`src/sv/cerl_pkg.sv`:
```
`timescale 1ns / 1ps
// cerl_pkg: shared types, constants and the log2 fraction table for the
// cross entropy row loss unit; no dependencies

package cerl_pkg;

  // classes per row are clamped to this bound
  localparam int MAX_CLASSES     = 1024;
  // entries in the log2 mantissa table
  localparam int LOG_TABLE_DEPTH = 256;
  // ln2 in Q0.16
  localparam int LN2_Q16         = 45426;
  // entries in the queue between front and back
  localparam int QUEUE_DEPTH     = 4;

  localparam int CLASS_W = 11;
  localparam int PROB_W  = 16;
  localparam int LOSS_W  = 32;
  localparam int POS_W   = 4;
  localparam int FRAC_W  = 15;
  localparam int IDX_W   = $clog2(LOG_TABLE_DEPTH);
  localparam int NL2_W   = 21;
  localparam int NLN_W   = 20;
  localparam int TERM_W  = 20;

  typedef struct packed {
    logic [PROB_W-1:0] probability;
    logic [PROB_W-1:0] target;
    logic              batch_end;
  } cerl_in_t;

  typedef struct packed {
    logic [LOSS_W-1:0] row_loss;
    logic              final_row;
  } cerl_out_t;

  // classified beat handed from front to back
  typedef struct packed {
    logic [POS_W-1:0]  lead_pos;
    logic [PROB_W-1:0] log_frac;
    logic [PROB_W-1:0] target;
    logic              batch_end;
  } cerl_item_t;

  typedef struct packed {
    logic full;
    logic empty;
  } cerl_qstat_t;

  typedef logic [PROB_W-1:0] log_tab_t [LOG_TABLE_DEPTH];

  // log2(1 + i/depth) in Q0.16 by repeated squaring, evaluated at elaboration
  function automatic log_tab_t build_log_tab();
    log_tab_t    tab;
    logic [63:0] x;
    logic [15:0] r;
    for (int i = 0; i < LOG_TABLE_DEPTH; i++) begin
      x = (64'd1 << 30) + ((64'(i) << 30) / 64'(LOG_TABLE_DEPTH));
      r = '0;
      for (int k = 0; k < 16; k++) begin
        x = (x * x) >> 30;
        r = {r[14:0], 1'b0};
        if (x >= (64'd2 << 30)) begin
          r[0] = 1'b1;
          x = x >> 1;
        end
      end
      tab[i] = r;
    end
    return tab;
  endfunction

  localparam log_tab_t LOG_TAB = build_log_tab();

endpackage

```
`src/sv/cerl_front.sv`:
```
`timescale 1ns / 1ps
// cerl_front: accepts input beats, clamps the probability, finds the leading
// one and looks up the log2 mantissa; depends on cerl_pkg

module cerl_front import cerl_pkg::*; (
  input  logic        clk,
  input  logic        rst,
  input  logic        item_valid,
  output logic        item_stall,
  input  cerl_in_t    item,
  input  cerl_qstat_t qstat,
  output logic        push,
  output cerl_item_t  push_item
);

  localparam int PROD_W = FRAC_W + $clog2(LOG_TABLE_DEPTH + 1);

  logic              slot_valid;
  cerl_item_t        slot;
  logic              accept;
  logic [PROB_W-1:0] p;
  logic [POS_W-1:0]  lead;
  logic [30:0]       shifted;
  logic [FRAC_W-1:0] frac;
  logic [PROD_W-1:0] idx_prod;
  logic [PROD_W-FRAC_W-1:0] idx_full;
  logic [IDX_W-1:0]  idx;

  assign push       = slot_valid && !qstat.full;
  assign item_stall = slot_valid && qstat.full;
  assign accept     = item_valid && !item_stall;
  assign push_item  = slot;

  always_comb begin
    // zero stands in for the smallest probability
    p = (item.probability == '0) ? PROB_W'(1) : item.probability;
    lead = '0;
    for (int i = 0; i < PROB_W; i++) begin
      if (p[i]) begin
        lead = POS_W'(i);
      end
    end
    shifted  = 31'(p) << (4'd15 - lead);
    frac     = shifted[FRAC_W-1:0];
    idx_prod = PROD_W'(frac) * PROD_W'(LOG_TABLE_DEPTH);
    idx_full = idx_prod[PROD_W-1:FRAC_W];
    if (32'(idx_full) >= 32'(LOG_TABLE_DEPTH)) begin
      idx = IDX_W'(LOG_TABLE_DEPTH - 1);
    end else begin
      idx = IDX_W'(idx_full);
    end
  end

  always_ff @(posedge clk) begin
    if (rst) begin
      slot_valid <= 1'b0;
    end else if (accept) begin
      slot_valid <= 1'b1;
    end else if (push) begin
      slot_valid <= 1'b0;
    end
  end

  always_ff @(posedge clk) begin
    if (accept) begin
      slot.lead_pos  <= lead;
      slot.log_frac  <= LOG_TAB[idx];
      slot.target    <= item.target;
      slot.batch_end <= item.batch_end;
    end
  end

endmodule

```
`src/sv/cerl_queue.sv`:
```
`timescale 1ns / 1ps
// cerl_queue: short first-in first-out buffer of classified beats between
// front and back; depends on cerl_pkg

module cerl_queue import cerl_pkg::*; (
  input  logic        clk,
  input  logic        rst,
  input  logic        push,
  input  cerl_item_t  push_item,
  input  logic        pop,
  output cerl_item_t  head,
  output cerl_qstat_t qstat
);

  localparam int PTR_W = (QUEUE_DEPTH > 1) ? $clog2(QUEUE_DEPTH) : 1;
  localparam int CNT_W = $clog2(QUEUE_DEPTH + 1);

  cerl_item_t       slots [QUEUE_DEPTH];
  logic [PTR_W-1:0] wr_ptr;
  logic [PTR_W-1:0] rd_ptr;
  logic [CNT_W-1:0] fill;

  assign head        = slots[rd_ptr];
  assign qstat.full  = (fill == CNT_W'(QUEUE_DEPTH));
  assign qstat.empty = (fill == '0);

  always_ff @(posedge clk) begin
    if (rst) begin
      wr_ptr <= '0;
      rd_ptr <= '0;
      fill   <= '0;
    end else begin
      if (push) begin
        wr_ptr <= (wr_ptr == PTR_W'(QUEUE_DEPTH - 1)) ? '0 : wr_ptr + 1'b1;
      end
      if (pop) begin
        rd_ptr <= (rd_ptr == PTR_W'(QUEUE_DEPTH - 1)) ? '0 : rd_ptr + 1'b1;
      end
      if (push && !pop) begin
        fill <= fill + 1'b1;
      end else if (pop && !push) begin
        fill <= fill - 1'b1;
      end
    end
  end

  always_ff @(posedge clk) begin
    if (push) begin
      slots[wr_ptr] <= push_item;
    end
  end

  a_no_overflow: assert property (@(posedge clk) disable iff (rst)
    push |-> !qstat.full)
    else $error("push into full queue");

  a_no_underflow: assert property (@(posedge clk) disable iff (rst)
    pop |-> !qstat.empty)
    else $error("pop from empty queue");

endmodule

```
`src/sv/cerl_back.sv`:
```
`timescale 1ns / 1ps
// cerl_back: sequencer that scales the log term, weights it by the label,
// accumulates the row sum and registers the row result; depends on cerl_pkg

module cerl_back import cerl_pkg::*; (
  input  logic               clk,
  input  logic               rst,
  input  logic [CLASS_W-1:0] class_count,
  input  cerl_item_t         head,
  input  cerl_qstat_t        qstat,
  output logic               pop,
  output logic               loss_valid,
  input  logic               loss_stall,
  output cerl_out_t          loss
);

  typedef enum logic [1:0] {
    S_IDLE,
    S_LN,
    S_TERM,
    S_ACC
  } state_t;

  state_t             state;
  logic [NL2_W-1:0]   nl2;
  logic [NLN_W-1:0]   nln;
  logic [TERM_W-1:0]  term;
  logic [PROB_W-1:0]  tgt;
  logic               last;
  logic [CLASS_W-1:0] class_index;
  logic [LOSS_W-1:0]  loss_sum;

  logic [CLASS_W-1:0] count;
  logic               row_done;
  logic               out_busy;
  logic               emit;
  logic [36:0]        ln_prod;
  logic [35:0]        term_prod;
  logic [LOSS_W:0]    sum_wide;
  logic [LOSS_W-1:0]  sum_sat;
  logic [NL2_W-1:0]   nl2_next;

  assign pop      = (state == S_IDLE) && !qstat.empty;
  assign out_busy = loss_valid && loss_stall;
  // a row result is loaded into the output register this cycle
  assign emit     = (state == S_ACC) && row_done && !out_busy;

  always_comb begin
    priority if (class_count == '0) begin
      count = CLASS_W'(1);
    end else if (32'(class_count) > 32'(MAX_CLASSES)) begin
      count = CLASS_W'(MAX_CLASSES);
    end else begin
      count = class_count;
    end
    row_done  = (12'(class_index) + 12'd1) >= 12'(count);
    nl2_next  = (NL2_W'(5'd16 - 5'(head.lead_pos)) << 16) - NL2_W'(head.log_frac);
    ln_prod   = 37'(nl2) * 37'(LN2_Q16) + 37'(32768);
    term_prod = 36'(nln) * 36'(tgt);
    sum_wide  = (LOSS_W+1)'(loss_sum) + (LOSS_W+1)'(term);
    sum_sat   = sum_wide[LOSS_W] ? '1 : sum_wide[LOSS_W-1:0];
  end

  always_ff @(posedge clk) begin
    if (rst) begin
      state       <= S_IDLE;
      loss_valid  <= 1'b0;
      class_index <= '0;
      loss_sum    <= '0;
    end else begin
      if (loss_valid && !loss_stall && !emit) begin
        loss_valid <= 1'b0;
      end
      unique case (state)
        S_IDLE: begin
          if (!qstat.empty) begin
            nl2   <= nl2_next;
            tgt   <= head.target;
            last  <= head.batch_end;
            state <= S_LN;
          end
        end
        S_LN: begin
          nln   <= ln_prod[16+NLN_W-1:16];
          state <= S_TERM;
        end
        S_TERM: begin
          term  <= term_prod[16+TERM_W-1:16];
          state <= S_ACC;
        end
        S_ACC: begin
          if (row_done) begin
            // hold until the previous row result has left
            if (!out_busy) begin
              loss_valid     <= 1'b1;
              loss.row_loss  <= sum_sat;
              loss.final_row <= last;
              loss_sum       <= '0;
              class_index    <= '0;
              state          <= S_IDLE;
            end
          end else begin
            loss_sum    <= sum_sat;
            class_index <= class_index + 1'b1;
            state       <= S_IDLE;
          end
        end
        default: state <= S_IDLE;
      endcase
    end
  end

  a_row_clears: assert property (@(posedge clk) disable iff (rst)
    (state == S_ACC && row_done && !out_busy) |=> (loss_sum == '0 && class_index == '0))
    else $error("row sum not cleared after row result");

  a_wait_on_busy: assert property (@(posedge clk) disable iff (rst)
    (state == S_ACC && row_done && out_busy) |=> (state == S_ACC && loss_valid))
    else $error("row result overwrote a waiting result");

endmodule

```
`src/sv/cross_entropy_row_loss_unit.sv`:
```
`timescale 1ns / 1ps
// cross_entropy_row_loss_unit: top level, holds the class count register and
// joins front, queue and back; depends on cerl_pkg and the cerl modules

// Streams one (probability, label) beat per class, both unsigned Q0.16, and
// returns one unsigned Q16.16 saturating cross entropy per row once
// class_count beats have been taken (a count of zero acts as one, a count
// above 1024 acts as 1024). A zero probability is treated as one LSB. The
// front takes a beat in any cycle its holding register is free, clamps the
// probability, finds the leading one and reads the 256-entry log2 mantissa
// table; a four-entry queue decouples it from the back. The back is a
// four-step sequencer (log2 assembly, ln2 scale multiply, label multiply,
// saturating accumulate) that takes a new beat only after it has finished
// the last one; short bursts of up to six beats are absorbed by the front
// register, queue and back at one per cycle. A row result sits in an output
// register while the next row proceeds; the back waits only when a second
// row result is ready before the first was taken. A row's last beat passes
// through the front register, the queue, the back's steps and the output
// register before its result appears. class_count may be written only while
// the unit is idle; writes do not clear a row in progress.

module cross_entropy_row_loss_unit import cerl_pkg::*; (
  input  logic               clk,
  input  logic               rst,
  input  logic               cfg_write,
  input  logic [CLASS_W-1:0] cfg_data,
  input  logic               item_valid,
  output logic               item_stall,
  input  cerl_in_t           item,
  output logic               loss_valid,
  input  logic               loss_stall,
  output cerl_out_t          loss
);

  // classes per row, reset to one
  logic [CLASS_W-1:0] class_count;

  // front to queue
  logic        push;
  cerl_item_t  push_item;

  // queue to back
  logic        pop;
  cerl_item_t  head;
  cerl_qstat_t qstat;

  always_ff @(posedge clk) begin
    if (rst) begin
      class_count <= CLASS_W'(1);
    end else if (cfg_write) begin
      class_count <= cfg_data;
    end
  end

  // classify and look up the log mantissa
  cerl_front u_front (
    .clk        (clk),
    .rst        (rst),
    .item_valid (item_valid),
    .item_stall (item_stall),
    .item       (item),
    .qstat      (qstat),
    .push       (push),
    .push_item  (push_item)
  );

  // decoupling buffer
  cerl_queue u_queue (
    .clk       (clk),
    .rst       (rst),
    .push      (push),
    .push_item (push_item),
    .pop       (pop),
    .head      (head),
    .qstat     (qstat)
  );

  // scale, weight, accumulate and emit the row beat
  cerl_back u_back (
    .clk         (clk),
    .rst         (rst),
    .class_count (class_count),
    .head        (head),
    .qstat       (qstat),
    .pop         (pop),
    .loss_valid  (loss_valid),
    .loss_stall  (loss_stall),
    .loss        (loss)
  );

endmodule

```
`config.mk`:
```
export PLATFORM = sky130hd
export DESIGN_NAME = cross_entropy_row_loss_unit
export DESIGN_NICKNAME = d
export VERILOG_FILES = /design/src/sv/cerl_pkg.sv /design/src/sv/cerl_front.sv /design/src/sv/cerl_queue.sv /design/src/sv/cerl_back.sv /design/src/sv/cross_entropy_row_loss_unit.sv
export SDC_FILE = /design/constraint.sdc
export NUM_CORES = 2
export LEC_CHECK = 0
export ABC_CLOCK_PERIOD_IN_PS = 8350
export BUFFER_PORTS_ARGS = -buffer_cell sky130_fd_sc_hd__clkbuf_2
export CELL_PAD_IN_SITES_DETAIL_PLACEMENT = 0
export CELL_PAD_IN_SITES_GLOBAL_PLACEMENT = 1
export CORE_ASPECT_RATIO = 0.75
export CORE_MARGIN = 2
export CORE_UTILIZATION = 52
export CTS_CLUSTER_SIZE = 16
export DETAILED_ROUTE_END_ITERATION = 10
export GPL_TIMING_DRIVEN = 0
export PLACE_DENSITY_LB_ADDON = 0.1
export SLEW_MARGIN = 20
export SYNTH_ARGS = -nofsm -noshare
export SYNTH_HDL_FRONTEND = slang
export SYNTH_HIERARCHICAL = 1
export SYNTH_SLANG_ARGS = --single-unit
```
`constraint.sdc`:
```
create_clock -name clk -period 8.35 [get_ports clk]
set_input_delay 1.67 -clock clk [delete_from_list [all_inputs] [get_ports clk]]
set_output_delay 1.67 -clock clk [all_outputs]
set_load 0.01 [all_outputs]
```
---- Yosys cells after proc, flatten, opt, wreduce, memory -nomap -nowiden ----
Memory sizes are Yosys's and may differ from the RTL's. A register that Yosys moved wholly into a read port is not among the register bits.
Cells that the tools add are included.
storage, ports and cells
  latch bits .............................. 0
  bits of input ports ..................... 49
  register bits ........................... 197
  memory bits (writable) .................. 148
  word-level logic and storage cells ...... 124
  memories kept ........................... 2
  ROM bits ................................ 4096
cells by class
  $add $sub $neg .......................... 11
  equal/unequal tests ..................... 9
  order comparisons ....................... 3
  multiplexer cells ....................... 42
  shifts and indexed selects .............. 1
  bitwise gates (word level) .............. 4
  divide/modulo/power cells ............... 0
  multipliers ............................. 2
  reduce and logical (&&, ||, !) cells .... 31
memory list
  name              words  width  rd ports  clocked after memory_dff  write ports  line              RTL
  (name not given)  256    16     1         1                         0            cerl_front.sv:67  slot.log_frac <= LOG_TAB[idx];
  u_queue.slots     4      37     1         1                         1            cerl_queue.sv:18  cerl_item_t slots [QUEUE_DEPTH];
operators by type and width
  kind                                                               count
  two-way mux 32 bit                                                 3
  two-way mux 11 bit                                                 4
  adder 36 x 16 -> 36 bit, second input constant                     1
  multiplier 20 x 16 -> 36 bit                                       1
  multiplier 21 x 15 -> 35 bit, second input constant                1
  adder 32 x 20 -> 33 bit                                            1
  two-way mux 4 bit                                                  8
  subtractor 21 x 16 -> 21 bit                                       1
  two-way mux 2 bit                                                  9
  two-way mux 3 bit                                                  6
  logical NOT 16 bit                                                 1
  two-way mux 16 bit                                                 1
  << shifter 16 x 4 -> 15 bit                                        1
  adder 11 x 1 -> 12 bit, second input constant                      1
  greater-or-equal comparator 12 x 11 -> 1 bit                       1
  adder 11 x 1 -> 11 bit, second input constant                      1
  > comparator 11 bit, second input constant                         1
  logical AND 1 bit                                                  11
  logical NOT 11 bit                                                 1
  greater-or-equal comparator 8 x 9 -> 1 bit, second input constant  1
  two-way mux 1 bit                                                  9
  NOT 8 -> 9 bit                                                     1
  equality test 2 bit, second input constant                         4
  logical NOT 1 bit                                                  8
  18 further kinds                                                   26

---- Logic depth before layout (Yosys ltp) ----
  depth in word-level cells ............... 22
  mapped depth ............................ 26
  depth with buffers taken out ............ 26

---- By module ----
Netlist, hierarchy kept.
by module, submodules not included
  module                       area an instance (um2)  cells each  instances
  cerl_back                    22615.4                 2292        1
  cerl_front                   6668.9                  925         1
  cerl_queue                   5835.6                  237         1
  cross_entropy_row_loss_unit  390.4                   35          1

---- Least setup slack after synthesis ----
Ideal clock, no wire load.
  path kind ............................... register to register
  start ................................... reg u_back.tgt[1]
  end ..................................... reg u_back.term[19] (data pin)
  arrival time ............................ 6.443 ns
  period minus slack after synthesis ...... 6.703 ns
  required time ........................... 8.090 ns
  cell stages (with the launch flop) ...... 24
  buffers on the path ..................... 2
  setup time .............................. 0.260 ns
  path slack .............................. 1.647 ns
  path through ............................ edfxtp_1 clkbuf_1 clkbuf_1 nand2_1 fa_1 fa_1 fa_1 inv_1 fa_1 fa_1 inv_1 fa_1 inv_1 ha_1 a21oi_1 a21oi_1 o311a_1 a2111o_1 a221o_2 a2111oi_4 o31a_2 o21ai_2 a21oi_2 xnor2_1
on the way
  word-level cells in the longest chain between the ends .. 1
RTL lines
  what                          line             RTL
  start: declaration            cerl_back.sv:28  logic [PROB_W-1:0] tgt;
  start signal: assignment      cerl_back.sv:78  tgt <= head.target;
  multiplier 20 x 16 -> 36 bit  cerl_back.sv:59  term_prod = 36'(nln) * 36'(tgt);
  via u_back.term_prod[35]      cerl_back.sv:38  logic [35:0] term_prod;
  end signal: assignment        cerl_back.sv:88  term <= term_prod[16+TERM_W-1:16];
  end: declaration              cerl_back.sv:27  logic [TERM_W-1:0] term;
The timed path passes the listed nets, and every way through them passes these cells.
A chain may end at the register's enable or synchronous reset.

---- Worst setup path in the final report ----
  start ................................... in item[29] in the netlist's numbering
  end ..................................... reg u_front/push_item[21] (netlist name)
on the way
  word-level cells in the longest chain between the ends .. 22
RTL lines
  what                                        line                               RTL
  start: declaration                          cross_entropy_row_loss_unit.sv:29  input cerl_in_t item,
  logical NOT 16 bit                          cerl_front.sv:36                   p = (item.probability == '0) ? PROB_W'(1) : item.probability;
  two-way mux 16 bit *                        cerl_front.sv:36
  two-way mux 1 bit                           cerl_front.sv:39                   if (p[i]) begin
  two-way mux 2 bit (2 in a row)              cerl_front.sv:39
  two-way mux 3 bit (4 in a row)              cerl_front.sv:39
  two-way mux 4 bit (7 in a row)              cerl_front.sv:39
  two-way mux 4 bit *                         cerl_front.sv:39
  via u_front.lead[0]                         cerl_front.sv:22                   logic [POS_W-1:0] lead;
  subtractor 4 bit *                          cerl_front.sv:43                   shifted = 31'(p) << (4'd15 - lead);
  << shifter 16 x 4 -> 15 bit *               cerl_front.sv:43
  greater-or-equal comparator 8 x 9 -> 1 bit  cerl_front.sv:47                   if (32'(idx_full) >= 32'(LOG_TABLE_DEPTH)) begin
  two-way mux 8 bit *                         cerl_front.sv:47
  NOT 8 -> 9 bit (not written as such) *      cerl_front.sv:67
The timed path passes the listed nets; every way through them passes the cells marked *.

==> impl_metrics.py <==
metrics = {
    "outcome": {
        "status": "finished clean",
    },
    "floorplan": {
        "die_area_um2": 70420,
        "pin_count": 84,
        "fp-row-count": 82,
        "chipWidth_um": 305.8,
        "initial_core_util_pct": 52.84,
        "placeableCoreArea_um2": 67200,
        "fp.dieH_um": 230.3,
    },
    "timing": {
        "fin_crit_sh_pct": 94.74,
        "rsz0062_at_grt": "no",
        "max_freq_mhz": 126.4,
        "period_needed_ns": 7.911,
        "slew_violations": 0,
        "worst_pin_slew_ns": 1.314,
        "hold_viol": 0,
        "hold_slack_ns": 0.4200,
        "slew_headroom_pct": 12.26,
        "fin_worst_skew_ns": 0.01698,
        "setup_violations": 0,
    },
    "synthesis": {
        "synth-edff-count": 296,
        "synth_area_um2": 35510,
        "synth_flop_cell": "edfxtp_1",
        "synth_seq_area_share_pct": 28.81,
        "postSynthAreaPerCell_um2": 10.18,
        "synth_seq_cells": 363,
        "yosysUniqueCellTypes": 111,
        "synthCells": 3489,
        "synth_nets": 4198,
        "ys_warn_count": 6,
        "async_reset_ff_share_pct": 0,
    },
    "clocking": {
        "htreeDepth": 2,
        "cts_hold_buf": 0,
        "cts_sinks": 363,
        "clk_path_buf_depth": 3,
        "clk_latency_ns": 0.58,
        "cts_tree": "built",
        "cts-root-buf": "clkbuf_16",
        "clk_pin_slew_ns": 0.06,
        "cts_buffers": 39,
        "cts_resized": 0,
        "postCtsSetupRepairBufs": 0,
    },
    "worst_hold_path": {
        "hold_path.class": "flop to flop",
    },
    "final_layout": {
        "drive_above_1_share_pct": 9.083,
        "num-nets-final": 4333,
        "final_common_cell": "inv_1",
        "fillers": 5583,
        "syn2layout_area_growth_pct": 8.696,
        "mostFrequentLayoutCells": "inv_1 (434), fa_1 (353), nand2_1 (336)",
    },
    "grt": {
        "grt_pass1_wl_mm": 191.3,
        "gr-total-overflow": 0,
        "grt_pass1_vias": 29710,
        "track_usage_pct": 36.75,
        "grt_max_degree": 23,
        "antenna_found_initial": 10,
    },
    "detailed_routing": {
        "wl_per_cell_um": 28.40,
        "first_pass_iters": 6,
        "drtIter0Drc": 3767,
        "remaining_drc_errors": 0,
        "wirelength_mm": 129.0,
        "antenna_left": 0,
        "vias": 29380,
        "viasPerCell": 6.469,
    },
    "worst_setup_path": {
        "worst_ep_arrival_time_ns": 8.18,
        "worstPathRequired_ns": 8.62,
        "crit_path_start_kind": "input pin",
        "criticalPathCategory": "input pin to flop",
        "path_max_fanout": 15,
        "critPathCaptureType": "flop",
    },
    "placement": {
        "gp_congestion": 1.060,
        "portBuffers": 78,
        "place_hpwl_mm": 97.97,
    },
    "job": {
        "max_cap_violations": 0,
    },
}
==> sequential cells by signal (all words and copies together), names as in the netlist, named ones only <==
| name | flops |
|---|---|
| u_back/loss | 33 |
| u_back/nl2 | 21 |
| u_back/loss_valid | 1 |
| u_queue/slots | 148 |
| u_back/loss_sum | 32 |
| u_front/push_item | 37 |
| u_back/term | 20 |
| u_back/tgt | 16 |
| u_back/state | 2 |
| u_back/last | 1 |
| u_front/slot_valid | 1 |
| u_back/class_index | 11 |
| u_back/nln | 20 |
| u_queue/wr_ptr | 2 |
| u_queue/rd_ptr | 2 |
| class_count | 11 |
| u_queue/fill | 3 |
==> final timing paths <==
kind | from | to | slack [ns] | cells after the start
setup reg to reg | u_back/tgt[1]$_DFFE_PP_ | u_back/term[19]$_DFFE_PP_ | 0.63 | 23
hold reg to reg | u_back/last$_DFFE_PP_ | u_back/loss[0]$_DFFE_PP_ | 0.42 | 0
hold / removal | u_back/last$_DFFE_PP_ | u_back/loss[0]$_DFFE_PP_ | 0.42 | 0
setup / recovery | item[29] | u_front/push_item[21]$_DFFE_PP_ | 0.44 | 18
==> cell families after synthesis <==
kind of cell               share of synthesized area [%]
muxes                                              3.506
adders and majority gates                          30.75
xor gates and xnor gates                           2.759
buffers and inverters                              7.223
and+or+nand+nor                                    12.85
AOI/OAI and AO/OA                                  14.11
DFF                                                28.81
==> per-stage QoR <==
step | util (%) | cell area (µm²) | TNS (ns) | std cells | worst slack (ns)
final | 57.44 | 38600 | 0 | 4542 | 0.4389
after global placement | 55.06 | 37000 | -0.1611 | 4449 | -0.09088
after global routing | 57.42 | 38590 | 0 | 4537 | 0.2961
after detailed placement | 55.51 | 37310 | 0 | 4465 | 0.2211
after CTS | 57.41 | 38580 | 0 | 4537 | 0.6597
after floorplan | - | 35510 | 0 | 3489 | 1.647
==> cells in the mapped netlist, types with 18 or more instances <==
| cell | n | area (µm²) |
|---|---|---|
| ha_1 | 307 | 3841 |
| nor3_1 | 48 | 240.2 |
| a311oi_1 | 20 | 175.2 |
| edfxtp_1 | 296 | 8889 |
| and2_1 | 161 | 1007 |
| a211oi_1 | 33 | 247.7 |
| o21ai_0 | 143 | 715.7 |
| nor2b_1 | 20 | 125.1 |
| a21oi_1 | 160 | 800.8 |
| fa_1 | 353 | 7067 |
| o211ai_1 | 30 | 225.2 |
| a31oi_1 | 34 | 212.7 |
| nand2b_1 | 18 | 112.6 |
| o221ai_1 | 18 | 157.7 |
| xor2_1 | 53 | 464.2 |
| a22o_1 | 25 | 219.0 |
| a21o_1 | 27 | 202.7 |
| buf_2 | 63 | 315.3 |
| mux2i_1 | 31 | 310.3 |
| nand2_1 | 336 | 1261 |
| mux4_2 | 30 | 675.7 |
| nor2_1 | 160 | 600.6 |
| dfxtp_1 | 67 | 1341 |
| inv_1 | 434 | 1629 |
| nand4_1 | 22 | 137.6 |
| xnor2_1 | 57 | 499.2 |
| nand3_1 | 62 | 310.3 |
| clkbuf_1 | 110 | 412.9 |
==> final cells by class <==
type	count	area [µm²]	share of cell area, %
Antenna cell	5	12.51	0.03242
Clock inverter	23	216.5	0.5608
Timing Repair Buffer	94	638.1	1.653
Inverter	441	1655	4.289
Buffer	192	910.9	2.360
Tap cell	882	1104	2.859
Clock buffer	49	1056	2.736
Multi-Input combinational cell	2493	22780	59.01
Sequential cell	363	10230	26.50
==> worst max-delay path, stage by stage <==
cell and delay [ns]:
clkbuf_2 0.09, clkbuf_1 0.24, nor2_1 0.41, a311oi_4 0.20, a31oi_2 0.34, buf_4 0.25
mux2_2 0.35, mux2i_1 0.24, a21o_1 0.17, buf_4 0.16, buf_2 0.53, ha_1 0.37
clkbuf_1 0.41, a211oi_2 1.16, o21ai_0 0.37, a311oi_1 0.40, nor4_1 0.12, o2bb2ai_1 0.69
==> layer usage <==
| layer | routed length [µm] | vias to the layer above | track usage, % |
|---|---|---|---|
| met3 | 16470 | 284 | 12.77 |
| met5 | 27 | - | 0 |
| met4 | 3950 | 4 | 10.22 |
| met1 | 54450 | 14830 | 51.98 |
| met2 | 54100 | 1786 | 53.49 |
| li1 | - | 12480 | - |
Power is not shown: default switching activity piles up to over one toggle a cycle in this logic, so the estimate is an artifact.
